**config.mk**
```make
export PLATFORM = sky130hd
export DESIGN_NAME = console_line_editor_top
export DESIGN_NICKNAME = d
export VERILOG_FILES = /design/src/design/cle_pkg.sv /design/src/design/cle_ram.sv /design/src/design/cle_dp.sv /design/src/design/cle_ctrl.sv /design/src/design/console_line_editor_top.sv
export SDC_FILE = /design/constraint.sdc
export NUM_CORES = 1
export LEC_CHECK = 0
export BUFFER_PORTS_ARGS = -buffer_cell sky130_fd_sc_hd__buf_2
export CAP_MARGIN = 20
export CORE_ASPECT_RATIO = 1.1
export CORE_MARGIN = 2
export CORE_UTILIZATION = 40
export CTS_BUF_LIST = sky130_fd_sc_hd__clkbuf_8 sky130_fd_sc_hd__clkbuf_16
export CTS_CLUSTER_SIZE = 12
export DETAILED_ROUTE_END_ITERATION = 7
export GPL_ROUTABILITY_DRIVEN = 0
export SLEW_MARGIN = 5
export SYNTH_ARGS = -nofsm -noshare
export SYNTH_HDL_FRONTEND = slang
export SYNTH_SLANG_ARGS = --single-unit
```
**constraint.sdc**
```tcl
create_clock -name i_clk -period 2.6 [get_ports i_clk]
set_input_delay 0.78 -clock i_clk [delete_from_list [all_inputs] [get_ports i_clk]]
set_output_delay 0.78 -clock i_clk [all_outputs]
set_load 0.03 [all_outputs]
```
**src/design/cle_pkg.sv**
```systemverilog
`timescale 1ns / 1ps
`default_nettype none
// ----------------------------------------------------------------------------
// cle_pkg: shared types and constants of the console line editor
// Byte codes, result kinds, byte classes and the controller/datapath bundles.
// ----------------------------------------------------------------------------
package cle_pkg;

    localparam logic [7:0] BYTE_NUL = 8'h00;
    localparam logic [7:0] BYTE_ETX = 8'h03;
    localparam logic [7:0] BYTE_BEL = 8'h07;
    localparam logic [7:0] BYTE_BS  = 8'h08;
    localparam logic [7:0] BYTE_TAB = 8'h09;
    localparam logic [7:0] BYTE_LF  = 8'h0A;
    localparam logic [7:0] BYTE_CR  = 8'h0D;
    localparam logic [7:0] BYTE_SP  = 8'h20;
    localparam logic [7:0] BYTE_DEL = 8'h7F;

    localparam int         CNT_W       = 6;
    localparam int         LENGTH_CAP  = 61;
    localparam logic [5:0] LIMIT_RESET = 6'd48;

    typedef enum logic [1:0] {
        KIND_ECHO   = 2'd0,
        KIND_LINE   = 2'd1,
        KIND_DONE   = 2'd2,
        KIND_CANCEL = 2'd3
    } t_kind;

    typedef enum logic [2:0] {
        CLS_IGNORE,
        CLS_EOL,
        CLS_CANCEL,
        CLS_BS,
        CLS_CHAR
    } t_cls;

    typedef enum logic [2:0] {
        DSEL_ZERO,
        DSEL_CR,
        DSEL_LF,
        DSEL_BS,
        DSEL_SP,
        DSEL_BEL,
        DSEL_RX,
        DSEL_RAM
    } t_dsel;

    typedef struct packed {
        logic  cap;
        logic  load;
        t_kind kind;
        t_dsel dsel;
        logic  with_len;
        logic  last;
        logic  cnt_clr;
        logic  cnt_dec;
        logic  cnt_inc;
        logic  wr;
        logic  rd;
        logic  idx_clr;
        logic  idx_inc;
    } t_cmd;

    typedef struct packed {
        t_cls cls;
        logic out_free;
        logic cnt_zero;
        logic full;
        logic idx_last;
    } t_sts;

endpackage
`default_nettype wire

```
**src/design/cle_ram.sv**
```systemverilog
`timescale 1ns / 1ps
`default_nettype none
// ----------------------------------------------------------------------------
// cle_ram: generic single-write, single-read memory
// One write port and one read port with registered read data.
// ----------------------------------------------------------------------------
module cle_ram #(
    parameter int WIDTH = 8,
    parameter int DEPTH = 64
) (
    input  wire logic                     i_clk,
    input  wire logic                     i_wr_en,
    input  wire logic [$clog2(DEPTH)-1:0] i_wr_addr,
    input  wire logic [WIDTH-1:0]         i_wr_data,
    input  wire logic                     i_rd_en,
    input  wire logic [$clog2(DEPTH)-1:0] i_rd_addr,
    output logic      [WIDTH-1:0]         o_rd_data
);

    logic [WIDTH-1:0] r_mem [DEPTH];

    always_ff @(posedge i_clk) begin
        if (i_wr_en) begin
            r_mem[i_wr_addr] <= i_wr_data;
        end
        if (i_rd_en) begin
            o_rd_data <= r_mem[i_rd_addr];
        end
    end

endmodule
`default_nettype wire

```
**src/design/cle_dp.sv**
```systemverilog
`timescale 1ns / 1ps
`default_nettype none
// ----------------------------------------------------------------------------
// cle_dp: line editor datapath
// Byte capture and classing, character count, line store, read index,
// limit register and the output register.
// ----------------------------------------------------------------------------
module cle_dp import cle_pkg::*; #(
    parameter int BUFFER_BYTES = 64
) (
    input  wire logic       i_clk,
    input  wire logic       i_rst_n,
    input  wire t_cmd       i_cmd,
    output t_sts            o_sts,
    input  wire logic [7:0] i_rx_byte,
    input  wire logic       i_cfg_valid,
    input  wire logic [5:0] i_cfg_data,
    output logic            o_out_valid,
    input  wire logic       i_out_ready,
    output logic [1:0]      o_kind,
    output logic [7:0]      o_data_byte,
    output logic [5:0]      o_line_length,
    output logic            o_last
);

    localparam int AW      = $clog2(BUFFER_BYTES);
    localparam int CAP     = (BUFFER_BYTES < LENGTH_CAP) ? BUFFER_BYTES : LENGTH_CAP;
    localparam logic [CNT_W-1:0] CAP_W = CNT_W'(CAP);

    logic [7:0]       r_rx;
    logic [CNT_W-1:0] r_count;
    logic [CNT_W-1:0] r_idx;
    logic [5:0]       r_limit;
    logic             r_out_valid;
    logic [1:0]       r_kind;
    logic [7:0]       r_data;
    logic [5:0]       r_len;
    logic             r_last;

    logic [CNT_W-1:0] eff_limit;
    logic [7:0]       ram_rd_data;
    logic [7:0]       n_data;
    t_cls             cls;

    assign eff_limit = (r_limit > CAP_W) ? CAP_W : r_limit;

    always_comb begin
        unique case (r_rx)
            BYTE_NUL, BYTE_TAB, BYTE_DEL: cls = CLS_IGNORE;
            BYTE_CR, BYTE_LF:             cls = CLS_EOL;
            BYTE_ETX:                     cls = CLS_CANCEL;
            BYTE_BS:                      cls = CLS_BS;
            default:                      cls = CLS_CHAR;
        endcase
    end

    always_comb begin
        unique case (i_cmd.dsel)
            DSEL_CR:  n_data = BYTE_CR;
            DSEL_LF:  n_data = BYTE_LF;
            DSEL_BS:  n_data = BYTE_BS;
            DSEL_SP:  n_data = BYTE_SP;
            DSEL_BEL: n_data = BYTE_BEL;
            DSEL_RX:  n_data = r_rx;
            DSEL_RAM: n_data = ram_rd_data;
            default:  n_data = BYTE_NUL;
        endcase
    end

    assign o_sts.cls      = cls;
    assign o_sts.out_free = !r_out_valid || i_out_ready;
    assign o_sts.cnt_zero = (r_count == '0);
    assign o_sts.full     = (r_count >= eff_limit);
    assign o_sts.idx_last = ((r_idx + CNT_W'(1)) == r_count);

    cle_ram #(
        .WIDTH (8),
        .DEPTH (BUFFER_BYTES)
    ) u_store (
        .i_clk     (i_clk),
        .i_wr_en   (i_cmd.wr),
        .i_wr_addr (r_count[AW-1:0]),
        .i_wr_data (r_rx),
        .i_rd_en   (i_cmd.rd),
        .i_rd_addr (r_idx[AW-1:0]),
        .o_rd_data (ram_rd_data)
    );

    always_ff @(posedge i_clk) begin
        if (!i_rst_n) begin
            r_count     <= '0;
            r_limit     <= LIMIT_RESET;
            r_out_valid <= 1'b0;
        end else begin
            if (i_cfg_valid) begin
                r_limit <= i_cfg_data;
            end
            if (i_cmd.cnt_clr) begin
                r_count <= '0;
            end else if (i_cmd.cnt_dec) begin
                r_count <= r_count - CNT_W'(1);
            end else if (i_cmd.cnt_inc) begin
                r_count <= r_count + CNT_W'(1);
            end
            if (i_cmd.load) begin
                r_out_valid <= 1'b1;
            end else if (i_out_ready) begin
                r_out_valid <= 1'b0;
            end
        end
    end

    always_ff @(posedge i_clk) begin
        if (i_cmd.cap) begin
            r_rx <= i_rx_byte;
        end
        if (i_cmd.idx_clr) begin
            r_idx <= '0;
        end else if (i_cmd.idx_inc) begin
            r_idx <= r_idx + CNT_W'(1);
        end
        if (i_cmd.load) begin
            r_kind <= i_cmd.kind;
            r_data <= n_data;
            r_len  <= i_cmd.with_len ? r_count : '0;
            r_last <= i_cmd.last;
        end
    end

    assign o_out_valid   = r_out_valid;
    assign o_kind        = r_kind;
    assign o_data_byte   = r_data;
    assign o_line_length = r_len;
    assign o_last        = r_last;

endmodule
`default_nettype wire

```
**src/design/cle_ctrl.sv**
```systemverilog
`timescale 1ns / 1ps
`default_nettype none
// ----------------------------------------------------------------------------
// cle_ctrl: line editor controller
// Sequences the results of one received byte and steers the datapath.
// ----------------------------------------------------------------------------
module cle_ctrl import cle_pkg::*; (
    input  wire logic i_clk,
    input  wire logic i_rst_n,
    input  wire logic i_in_valid,
    output logic      o_in_ready,
    input  wire t_sts i_sts,
    output t_cmd      o_cmd
);

    typedef enum logic [3:0] {
        S_IDLE,
        S_DECODE,
        S_CHAR,
        S_EOL_CR,
        S_EOL_LF,
        S_RD,
        S_LINE,
        S_DONE,
        S_CAN_CR,
        S_CAN_LF,
        S_CANCEL,
        S_BS1,
        S_BS2,
        S_BS3
    } t_state;

    t_state r_state;
    t_state n_state;

    assign o_in_ready = (r_state == S_IDLE);

    always_comb begin
        o_cmd   = '0;
        n_state = r_state;
        unique case (r_state)
            S_IDLE: begin
                o_cmd.cap = i_in_valid;
                if (i_in_valid) begin
                    n_state = S_DECODE;
                end
            end
            S_DECODE: begin
                unique case (i_sts.cls)
                    CLS_EOL:    n_state = S_EOL_CR;
                    CLS_CANCEL: n_state = S_CAN_CR;
                    CLS_BS:     n_state = i_sts.cnt_zero ? S_IDLE : S_BS1;
                    CLS_CHAR:   n_state = S_CHAR;
                    default:    n_state = S_IDLE;
                endcase
            end
            S_CHAR: begin
                if (i_sts.out_free) begin
                    o_cmd.load    = 1'b1;
                    o_cmd.kind    = KIND_ECHO;
                    o_cmd.dsel    = i_sts.full ? DSEL_BEL : DSEL_RX;
                    o_cmd.last    = 1'b1;
                    o_cmd.wr      = !i_sts.full;
                    o_cmd.cnt_inc = !i_sts.full;
                    n_state       = S_IDLE;
                end
            end
            S_EOL_CR, S_CAN_CR: begin
                if (i_sts.out_free) begin
                    o_cmd.load = 1'b1;
                    o_cmd.kind = KIND_ECHO;
                    o_cmd.dsel = DSEL_CR;
                    n_state    = (r_state == S_EOL_CR) ? S_EOL_LF : S_CAN_LF;
                end
            end
            S_EOL_LF: begin
                if (i_sts.out_free) begin
                    o_cmd.load    = 1'b1;
                    o_cmd.kind    = KIND_ECHO;
                    o_cmd.dsel    = DSEL_LF;
                    o_cmd.idx_clr = 1'b1;
                    n_state       = i_sts.cnt_zero ? S_DONE : S_RD;
                end
            end
            S_RD: begin
                o_cmd.rd = 1'b1;
                n_state  = S_LINE;
            end
            S_LINE: begin
                if (i_sts.out_free) begin
                    o_cmd.load    = 1'b1;
                    o_cmd.kind    = KIND_LINE;
                    o_cmd.dsel    = DSEL_RAM;
                    o_cmd.idx_inc = 1'b1;
                    n_state       = i_sts.idx_last ? S_DONE : S_RD;
                end
            end
            S_DONE: begin
                if (i_sts.out_free) begin
                    o_cmd.load     = 1'b1;
                    o_cmd.kind     = KIND_DONE;
                    o_cmd.dsel     = DSEL_ZERO;
                    o_cmd.with_len = 1'b1;
                    o_cmd.last     = 1'b1;
                    o_cmd.cnt_clr  = 1'b1;
                    n_state        = S_IDLE;
                end
            end
            S_CAN_LF: begin
                if (i_sts.out_free) begin
                    o_cmd.load = 1'b1;
                    o_cmd.kind = KIND_ECHO;
                    o_cmd.dsel = DSEL_LF;
                    n_state    = S_CANCEL;
                end
            end
            S_CANCEL: begin
                if (i_sts.out_free) begin
                    o_cmd.load    = 1'b1;
                    o_cmd.kind    = KIND_CANCEL;
                    o_cmd.dsel    = DSEL_ZERO;
                    o_cmd.last    = 1'b1;
                    o_cmd.cnt_clr = 1'b1;
                    n_state       = S_IDLE;
                end
            end
            S_BS1: begin
                if (i_sts.out_free) begin
                    o_cmd.load    = 1'b1;
                    o_cmd.kind    = KIND_ECHO;
                    o_cmd.dsel    = DSEL_BS;
                    o_cmd.cnt_dec = 1'b1;
                    n_state       = S_BS2;
                end
            end
            S_BS2: begin
                if (i_sts.out_free) begin
                    o_cmd.load = 1'b1;
                    o_cmd.kind = KIND_ECHO;
                    o_cmd.dsel = DSEL_SP;
                    n_state    = S_BS3;
                end
            end
            S_BS3: begin
                if (i_sts.out_free) begin
                    o_cmd.load = 1'b1;
                    o_cmd.kind = KIND_ECHO;
                    o_cmd.dsel = DSEL_BS;
                    o_cmd.last = 1'b1;
                    n_state    = S_IDLE;
                end
            end
            default: n_state = S_IDLE;
        endcase
    end

    always_ff @(posedge i_clk) begin
        if (!i_rst_n) begin
            r_state <= S_IDLE;
        end else begin
            r_state <= n_state;
        end
    end

endmodule
`default_nettype wire

```
**src/design/console_line_editor_top.sv**
```systemverilog
// Console line editor. Takes one received byte per request and answers with
// echo bytes, finished line bytes and line-complete or cancel markers on a
// registered output. A new byte is taken only once the results of the last
// one are all loaded; at line end each stored byte costs one read of the line
// store and one load of the output register. Output stalls hold the sequence.
// The line limit must be written by the user only while the block is idle;
// the block itself does not enforce it.
`timescale 1ns / 1ps
`default_nettype none
// ----------------------------------------------------------------------------
// console_line_editor_top: canonical-mode console line editor
// Controller, datapath and line store joined by command and status bundles.
// ----------------------------------------------------------------------------
module console_line_editor_top import cle_pkg::*; #(
    parameter int BUFFER_BYTES = 64
) (
    input  wire logic       i_clk,
    input  wire logic       i_rst_n,
    input  wire logic       i_in_valid,
    output logic            o_in_ready,
    input  wire logic [7:0] i_rx_byte,
    input  wire logic       i_cfg_valid,
    output logic            o_cfg_ready,
    input  wire logic [5:0] i_cfg_line_limit,
    output logic            o_out_valid,
    input  wire logic       i_out_ready,
    output logic [1:0]      o_kind,
    output logic [7:0]      o_data_byte,
    output logic [5:0]      o_line_length,
    output logic            o_last
);

    localparam int CAP = (BUFFER_BYTES < LENGTH_CAP) ? BUFFER_BYTES : LENGTH_CAP;

    t_cmd cmd;
    t_sts sts;

    assign o_cfg_ready = 1'b1;

    cle_ctrl u_ctrl (
        .i_clk      (i_clk),
        .i_rst_n    (i_rst_n),
        .i_in_valid (i_in_valid),
        .o_in_ready (o_in_ready),
        .i_sts      (sts),
        .o_cmd      (cmd)
    );

    cle_dp #(
        .BUFFER_BYTES (BUFFER_BYTES)
    ) u_dp (
        .i_clk         (i_clk),
        .i_rst_n       (i_rst_n),
        .i_cmd         (cmd),
        .o_sts         (sts),
        .i_rx_byte     (i_rx_byte),
        .i_cfg_valid   (i_cfg_valid),
        .i_cfg_data    (i_cfg_line_limit),
        .o_out_valid   (o_out_valid),
        .i_out_ready   (i_out_ready),
        .o_kind        (o_kind),
        .o_data_byte   (o_data_byte),
        .o_line_length (o_line_length),
        .o_last        (o_last)
    );

    a_done_last: assert property (@(posedge i_clk) disable iff (!i_rst_n)
        o_out_valid && (o_kind == KIND_DONE || o_kind == KIND_CANCEL) |-> o_last)
        else $error("marker without last flag");

    a_len_only_done: assert property (@(posedge i_clk) disable iff (!i_rst_n)
        o_out_valid && o_kind != KIND_DONE |-> o_line_length == '0)
        else $error("line length outside complete marker");

    a_len_cap: assert property (@(posedge i_clk) disable iff (!i_rst_n)
        o_out_valid && o_kind == KIND_DONE |-> o_line_length <= 6'(CAP))
        else $error("line length beyond limit");

    a_one_at_a_time: assert property (@(posedge i_clk) disable iff (!i_rst_n)
        i_in_valid && o_in_ready |=> !o_in_ready)
        else $error("request taken while previous one in work");

    a_no_load_on_stall: assert property (@(posedge i_clk) disable iff (!i_rst_n)
        cmd.load |-> !o_out_valid || i_out_ready)
        else $error("output register overwritten while stalled");

endmodule
`default_nettype wire
```
==> run metrics, run 1 <==
Min-Delay Path Class primary input to flip-flop; Cell Int Power 16.38 mW; initial core utilization 0.4056; Synth Flop Type edfxtp_1; ant diodes 0; sequential share of power 0.486; synthesized netlist cell count 1285; Fill cells 4657; worst path cell trace nand4_1 -> o21bai_1 -> ha_1 -> nand2b_4 -> a21oi_4 -> o21ai_4 -> a211oi_4 -> buf_6 -> nand3_4 -> buf_12 -> nor2_2 -> buf_6; total core area 0.05744 sq mm; register area share after synthesis 0.7223; complex-gate fraction of the synthesized area 0.05376; period utilisation layout 1.013; CP required 2920 ps; Clk pin slew, worst setup/hold paths 60 ps; Setup-failing EPs final 73; Worst Setup Path Type flip-flop to flip-flop; remaining antenna violation count 0; Net Count, Synth 1316; Post-synth ARST share 0; global route overflow 0; post-synthesis cell area 0.02330 sq mm; hold depth 1; Critical Path Sink Type flip-flop; 1st-iter DRT viols 1144; most frequent CP cell buf_6; R2R setup slack -30 ps; DP HPWL 34.38 mm; RSZ-0062 raised after global routing true; Max Root-Sink Buffers 3; Placed Instance Area 0.02547 sq mm; clock skew 29.82 ps; Fmax 379.8 MHz; adder-cell share of the synthesized area 0.006767; final worst slack -33.02 ps; status complete, but fails checks; LEAKAGE 8.977 nW; Vias 12.73k; failing checks setup timing; post-DR wirelength/cell 23.77 um; vias in the first global route 12.70k; drt drc 0; r2r worst-path depth 12; Psw 5.847 mW; reported max-cap violation count 0; mean post-synth cell area 18.13 sq um; total track usage 0.1792; Clock Sinks 568; Inserted Clock Buffers 57; post-synthesis cell type count 79; Via density 5.582; Critical Path Max Stage Delay 330 ps; largest net degree at the start of global routing 67; die area 0.06019 sq mm; Placement Setup Slack -245.4 ps; Simple-Gate Fraction of Synth Area 0.05414; Rows 92; P per Cell Area 790.4 mW/mm^2; flop and latch count out of synthesis 568; hold_buf cts 0; Non-Filler Instances 2280; placed cells 2189; first-pass GRT wire length 80.01 mm; Clock Power Share 0.336; Slowest-stage cell, CP dfxtp_2; synth warn 0; Comb power frac 0.178; later-pin clock latency in the skew report 630 ps; main combinational cell family by area after synthesis multiplexers; Final Hold Viols 0; crit path time final 2633 ps; Detailed Routing Iterations Pass 1 7; CP startpoint kind flip-flop; xor/xnor share of the synthesized area 0.003760; Final Cell Area 0.02812 sq mm; worst slew pin tran 989.0 ps; peak supply drop 0.5391 mV; Switching Share 0.2631; Die H 257.1 um; Final Max Tran Viols 0; Root Driver clkbuf_16; Slew HR 0.3393; fin nets 1529; fraction of synthesized area in multiplexers 0.1317; EDFF count, synth 545; total power 22.23 mW; Layout area overhead 20.72%; Top Ports 39; post-layout util 0.4896; layout cells sized above 1 0.3181; initial antenna violation count 0; H-Tree Level Count 2; Worst Path Arrival 2950 ps; IO Port Bufs 37; total wire length 54.19 mm; Die X 234.1 um; TritonCTS clock tree done; CP Max Fanout 8
-- final cells by class --
| cell class | instances | area [sq um] | share of cell area |
|---|---|---|---|
| Inverter | 14 | 52.55 | 0.001869 |
| Sequential cell | 568 | 16840 | 0.5988 |
| Clock buffer | 57 | 1426 | 0.05072 |
| Timing Repair Buffer | 231 | 2248 | 0.07995 |
| Clock inverter | 32 | 249.0 | 0.008854 |
| Tap cell | 752 | 940.9 | 0.03346 |
| Multi-Input combinational cell | 626 | 6365 | 0.2263 |
-- through the flow --
stage	setup TNS [ps]	hold WS (ps)
after floorplan	-91740	473.5
after global placement	-39480	497.8
after detailed placement	-33590	511.5
after CTS	-1323	326.5
after global routing	-33090	323.4
final	-501.5	351.8
-- Yosys cell counts, drive strengths merged (4+ instances only) --
library cell	instances	share of area
mux2	9	0.0044
buf	44	0.014
mux2i	62	0.027
a22oi	29	0.0093
nand2	54	0.0087
nand3b	5	0.0016
nand2b	5	0.0013
nand3	30	0.0064
a21oi	17	0.0037
o21bai	4	0.0013
a21boi	8	0.0026
edfxtp	545	0.70
or3	8	0.0023
ha	11	0.0059
and2	15	0.0041
inv	13	0.0021
and3	4	0.0011
mux4	101	0.10
dfxtp	23	0.020
a41oi	7	0.0026
o2111ai	13	0.0049
o22ai	11	0.0030
o211ai	10	0.0032
xnor2	7	0.0026
o21ai	27	0.0058
a211oi	7	0.0025
a31oi	5	0.0013
a21o	4	0.0013
clkbuf	31	0.0098
nor2b	21	0.0056
a31o	7	0.0026
nor4	4	0.0011
nor2	85	0.014
nand4	9	0.0030
nor3	5	0.0011
-- critical path, delay by kind of cell (launching register included) --
family                   cells  cell delay (ps)
adder cells (fa/ha/maj)      1              250
AO/OA/AOI/OAI                4              720
AND/OR/NAND/NOR              4              480
buffers and inverters        3              560
flip-flops                   1              330
-- sequential cells by signal (all words and copies together), names as in the netlist --
signal and cells:
u_ctrl.r_state 4, u_dp.o_data_byte 8, u_dp.o_kind 2, u_dp.o_last 1
u_dp.o_line_length 6, u_dp.o_out_valid 1, u_dp.r_count 6, u_dp.r_idx 6
u_dp.r_limit 6, u_dp.r_rx 8, u_dp.u_store.o_rd_data 8, u_dp.u_store.r_mem 512
-- logic make-up (layout without fill, tap and decap cells) --
| group | Yosys count | in the layout |
|---|---|---|
| flops | 568 | 568 |
| simple gates | 257 | 257 |
| compound gates | 174 | 174 |
| mux | 172 | 172 |
| buf+inv | 91 | 334 |
| fa+ha+maj | 12 | 12 |
| xor+xnor | 10 | 10 |
| other cells | 1 | 1 |
-- routing by layer --
| metal | wire [um] | up-vias | GRT usage |
|---|---|---|---|
| li1 | - | 5636 | - |
| met1 | 22920 | 6590 | 0.2424 |
| met2 | 26360 | 404 | 0.2884 |
| met3 | 3229 | 98 | 0.03790 |
| met4 | 1687 | 0 | 0.05942 |
| met5 | 0 | - | 0 |
-- worst paths after layout --
path                    from                         to
max          u_dp.r_limit[2]  u_dp.u_store.r_mem[10][0]
min             i_rx_byte[5]               u_dp.r_rx[5]
max reg2reg  u_dp.r_limit[2]  u_dp.u_store.r_mem[10][0]
min reg2reg  u_dp.r_limit[0]            u_dp.r_limit[0]
-- power groups by stage --
stage,Clock [mW],Combinational (mW),Sequential [mW]
6_report,7.46,3.95,10.8
5_1_grt,7.99,4.23,10.8
2_1_floorplan,0,2.07,11.3
3_5_place_dp,0,3.74,11.0
4_1_cts,7.63,3.81,10.8
3_3_place_gp,0,3.71,11.0
-- cell usage in the layout (no fill, tap or decap), types with 16 or more instances in the layout --
| cell type | count |
|---|---|
| nor2_1 | 21 |
| nand3_1 | 24 |
| buf_6 | 65 |
| mux4_1 | 19 |
| mux2i_1 | 62 |
| buf_4 | 95 |
| inv_1 | 30 |
| buf_12 | 17 |
| o21ai_0 | 25 |
| nor2b_1 | 21 |
| mux4_2 | 82 |
| a22oi_1 | 29 |
| clkbuf_16 | 58 |
| buf_2 | 37 |
| edfxtp_1 | 545 |
| nor2_2 | 16 |
| nand2_1 | 54 |
| nor2_4 | 48 |
-- timing repair --
action | in CTS | in global routing
cloned | 1 | 1
gates resized for setup | 90 | 155
setup endpoints to repair | 513 | 523
setup buffers | 2 | 0
pin swaps | 4 | 38
(Power assumes the default switching activity.)
==> inputs of run 2 (changes only) <==
==> constraint.sdc (replaced) <==
create_clock -name i_clk -period 2.6 [get_ports i_clk]
set_input_delay 0.26 -clock i_clk [delete_from_list [all_inputs] [get_ports i_clk]]
set_output_delay 0.26 -clock i_clk [all_outputs]
set_load 0.03 [all_outputs]
==> run 2 against run 1 <==
Effect of this change: the flow still finishes with violations (setup timing); register-to-register slack worse by 40 ps; sequential cell count stayed put; cell area is 0.63% higher; critical path type unchanged; largest cell class unchanged; clock skew is 14 ps lower; highest routed layer unchanged; sequential share of layout area is 0.38 points lower; global-route usage is 0.38 points higher; sequential power hardly changed; setup slack worse by 36 ps; die area stayed put.
==> run metrics, run 2 (synthesis gave the netlist of run 1 again) <==
Switching Share 0.2609; Die H 257.1 um; most frequent CP cell buf_6; Min-Delay Path Class primary input to flip-flop; Reg area 0.01684 sq mm; Clock Power Share 0.341; CP required 2930 ps; remaining antenna violation count 0; IO Port Bufs 37; Detailed Routing Iterations Pass 1 6; Comb power frac 0.179; drt drc 0; Max Root-Sink Buffers 3; total track usage 0.1830; total power 22.51 mW; status complete, but fails checks; Slew HR 0.2618; Final Hold Viols 0; Final Max Tran Viols 0; Setup-failing EPs final 400; Slowest-stage cell, CP a211oi_4; Placement Setup Slack -128.6 ps; Worst Setup Path Type flip-flop to flip-flop; most common cell after layout, fill and taps aside edfxtp_1; Fmax 374.7 MHz; initial antenna violation count 0; Via density 5.566; layout cells sized above 1 0.3124; worst slew pin tran 1104 ps; 1st-iter DRT viols 1132; Psw 5.873 mW; Rows 92; CP startpoint kind flip-flop; vias in the first global route 12.93k; Vias 12.79k; Cell Int Power 16.64 mW; post-DR wirelength/cell 23.93 um; die area 0.06019 sq mm; placed cells 2178; Critical Path Sink Type flip-flop; P per Cell Area 795.4 mW/mm^2; commonest cells after routing, fill and taps aside edfxtp_1, buf_4, mux4_2; Critical Path Max Stage Delay 340 ps; DP HPWL 34.95 mm; final worst slack -68.72 ps; total wire length 55.00 mm; TritonCTS clock tree done; Top reg by flops u_dp.u_store.r_mem; reported max-cap violation count 0; worst path cell trace nand4_1 -> o21bai_1 -> ha_1 -> nand2b_4 -> a21oi_2 -> o21ai_2 -> a211oi_4 -> buf_6 -> nand3_4 -> buf_6 -> nor2_4 -> buf_8; Clock Sinks 568; period utilisation layout 1.026; RSZ-0062 raised after global routing true; total core area 0.05744 sq mm; Fill cells 4653; Largest register FFs 512; Inserted Clock Buffers 57; crit path time final 2669 ps; ant diodes 0; Layout area overhead 21.48%; total negative setup slack -12780 ps; global route overflow 0; fin nets 1541; later-pin clock latency in the skew report 620 ps; peak supply drop 0.4943 mV; failing checks setup timing; CP Max Fanout 8; clock skew 16.28 ps; post-layout util 0.4927; H-Tree Level Count 2; Die X 234.1 um; sequential share of power 0.480; largest net degree at the start of global routing 66; Top Ports 39; Worst Path Arrival 3000 ps; initial core utilization 0.4056; Clk pin slew, worst setup/hold paths 60 ps; footprint of the multi-input gates 0.006412 sq mm; Root Driver clkbuf_16; Non-Filler Instances 2298; first-pass GRT wire length 81.61 mm; LEAKAGE 9.031 nW
## run 2: repair_timing
item	in CTS	in global routing
hold buffers	17	0
setup endpoints to repair	511	517
buffers inserted	3	4
pin swaps	7	44
resized for setup	91	155
gates cloned	1	0
hold endpoints to repair	14	0
## run 2: stage by stage
step / hold slack, ps / area [sq um]
2_1_floorplan: 358.9 / 23300
3_3_place_gp: 439.8 / 25380
3_5_place_dp: 438.1 / 25380
4_1_cts: 14.32 / 27650
5_1_grt: 54.44 / 28300
6_report: 47.61 / 28300
## run 2: layout make-up
type,instances,share of cell area
Clock inverter,34,0.008754
Sequential cell,568,0.5951
Timing Repair Buffer,243,0.08175
Multi-Input combinational cell,626,0.2266
Inverter,14,0.001857
Tap cell,752,0.03325
Clock buffer,61,0.05274
## run 2: critical path: cells and delay by family (launching register included)
family	cells	cell delay, ps
AOI/OAI and AO/OA	4	770
buffers and inverters	3	550
and+or+nand+nor	4	480
DFF	1	330
adders and majority gates	1	250
## run 2: layer usage
metal	GRT usage	share of wire
met5	0	0
met4	0.06241	0.029
met3	0.03036	0.055
met2	0.2987	0.49
met1	0.2488	0.43
## run 2: power by group through the flow
stage	Sequential, mW	Clock (mW)	Combinational (mW)
floorplan	11.3	0	2.07
global placement	11.0	0	3.73
detailed placement	11.0	0	3.77
CTS	10.8	7.82	3.91
global route	10.8	8.14	4.30
finish	10.8	7.68	4.02
## run 2: worst paths after layout
check             cells after the start                        end  slack [ps]             from
setup reg to reg                     12  u_dp.u_store.r_mem[25][7]         -70  u_dp.r_limit[4]
hold / removal                        2          u_ctrl.r_state[2]          50          i_rst_n
hold reg to reg                       2            u_dp.r_limit[0]         540  u_dp.r_limit[0]
setup / recovery                     12  u_dp.u_store.r_mem[25][7]         -70  u_dp.r_limit[4]
==> inputs of run 3 (changes only) <==
Settings changed: CELL_PAD_IN_SITES_DETAIL_PLACEMENT set to 1, CELL_PAD_IN_SITES_GLOBAL_PLACEMENT set to 1, PLACE_DENSITY_LB_ADDON set to 0.1.
==> run 3 against run 2 <==
Effect of this change: the run still ends with setup timing left; hold slack improved by 24 ps; clock power is 5.6% higher; maximum frequency rose by 0.23%; first-iteration DRC count decreased by 18%; largest cell class unchanged; setup slack better by 6.1 ps; via count increased by 1.6%; highest routed layer unchanged.
==> run metrics, run 3 (synthesis gave the netlist of run 1 again) <==
Final Hold Viols 0; Inserted Clock Buffers 59; reported max-cap violation count 0; IO Port Bufs 37; LEAKAGE 9.248 nW; Critical Path Sink Type flip-flop; total track usage 0.2128; worst path buffer plus inverter count 5; Max Root-Sink Buffers 3; layout cells sized above 1 0.3247; Largest register FFs 512; peak supply drop 0.4554 mV; Layout area overhead 23.11%; remaining antenna violation count 0; total wire length 63.42 mm; worst slew pin tran 1007 ps; Fmax 375.6 MHz; initial core utilization 0.4056; Min-Delay Path Class primary input to flip-flop; Via density 5.565; Final Max Tran Viols 0; DP HPWL 41.63 mm; Rows 92; CP startpoint kind flip-flop; Reg area 0.01684 sq mm; Clock Sinks 568; Worst Setup Path Type flip-flop to flip-flop; 1st-iter DRT viols 928; Critical Path Max Stage Delay 320 ps; worst path cell trace nand4_1 -> buf_4 -> buf_4 -> nand2_2 -> ha_4 -> a21oi_4 -> o21ai_2 -> a211oi_2 -> buf_6 -> nand3_4 -> buf_8 -> nor2_2 -> buf_6; Setup-failing EPs final 316; largest net degree at the start of global routing 67; Slowest-stage cell, CP dfxtp_2; Slew HR 0.3265; final worst slack -62.65 ps; Detailed Routing Iterations Pass 1 5; RSZ-0062 raised after global routing true; vias in the first global route 13.63k; initial antenna violation count 0; commonest cells after routing, fill and taps aside edfxtp_1, buf_4, mux4_2; later-pin clock latency in the skew report 610 ps; total power 23.22 mW; first-pass GRT wire length 93.19 mm; Die H 257.1 um; clock skew 15.31 ps; Die X 234.1 um; H-Tree Level Count 2; post-DR wirelength/cell 27.16 um; Top Ports 39; footprint of the multi-input gates 0.006364 sq mm; Clk pin slew, worst setup/hold paths 60 ps; TritonCTS clock tree done; Fill cells 5303; total core area 0.05744 sq mm; die area 0.06019 sq mm; period utilisation layout 1.024; P per Cell Area 809.8 mW/mm^2; CP Max Fanout 8; Top reg by flops u_dp.u_store.r_mem; worst hold slack 72.04 ps; ant diodes 0; crit path time final 2663 ps; fin nets 1569; failing checks setup timing; Worst Path Arrival 2980 ps; global route overflow 0; Vias 13.00k; status complete, but fails checks; Root Driver clkbuf_16; CP required 2920 ps; Crit path max-delay family buffers and inverters; most common cell after layout, fill and taps aside edfxtp_1; drt drc 0
[run 3: cell types whose count changed in the layout (fill, tap and decap cells not counted), sizes merged]
| cell | change |
|---|---|
| dlygate4sd3 | -1 |
| buf | +27 |
| bufinv | +2 |
| clkinvlp | -1 |
| clkinv | +8 |
| inv | +2 |
[run 3: layout make-up]
cell class              count  share of cell area
repair buffers            269             0.09214
clock buffers              61             0.05323
inverters                  14            0.001832
well taps                 752             0.03281
clock inverters            45             0.01078
multi-input cells         626              0.2219
flip-flops and latches    568              0.5873
[run 3: power breakdown]
group	switching [mW]	total, mW	internal (mW)
combinational	2.60	4.30	1.70
sequential	0.136	10.8	10.7
clock	3.43	8.11	4.67
total	6.17	23.2	17.1
[run 3: per-stage QoR]
stage                     area (sq um)  setup TNS (ps)    util  instances  setup slack (ps)
after floorplan                  23300          -64670       -       1285            -135.4
after global placement           25600          -15610  0.4457       2204            -161.7
after detailed placement         25600          -31130  0.4457       2204            -183.0
after CTS                        28150           -2498  0.4900       2334            -28.34
after global routing             28680          -89620  0.4993       2335            -229.9
final                            28680           -8796  0.4993       2335            -62.65
[run 3: metal layers]
layer  global-route usage  part of all wire  wire length, um
met1               0.3013              0.45            28230
met2               0.3549              0.50            31660
met3              0.02604             0.038             2390
met4              0.04237             0.018             1148
met5                    0                 0                0
[run 3: path summary, 6_finish.rpt]
path | startpoint | endpoint | slack, ps | cells past startpoint
hold reg to reg | u_dp.r_limit[0] | u_dp.r_limit[0] | 530 | 2
setup reg to reg | u_dp.r_limit[4] | u_dp.u_store.r_mem[42][2] | -60 | 13
setup / recovery | u_dp.r_limit[4] | u_dp.u_store.r_mem[42][2] | -60 | 13
hold / removal | i_cfg_valid | u_dp.r_limit[0] | 70 | 3
[run 3: worst reg2reg max path, stage by stage, from the launching register on]
cell and delay (ps):
dfxtp_2 320, nand4_1 120, buf_4 160, buf_4 130, nand2_2 80, ha_4 200, a21oi_4 140, o21ai_2 90
a211oi_2 320, buf_6 210, nand3_4 110, buf_8 170, nor2_2 140, buf_6 190
[run 3: what timing repair did]
item,in CTS,in global routing
gates cloned,1,0
setup endpoints to repair,516,517
endpoints found under the hold margin,14,0
resized for setup,132,129
hold buffers,16,0
pin swaps,9,33
buffers inserted,7,1
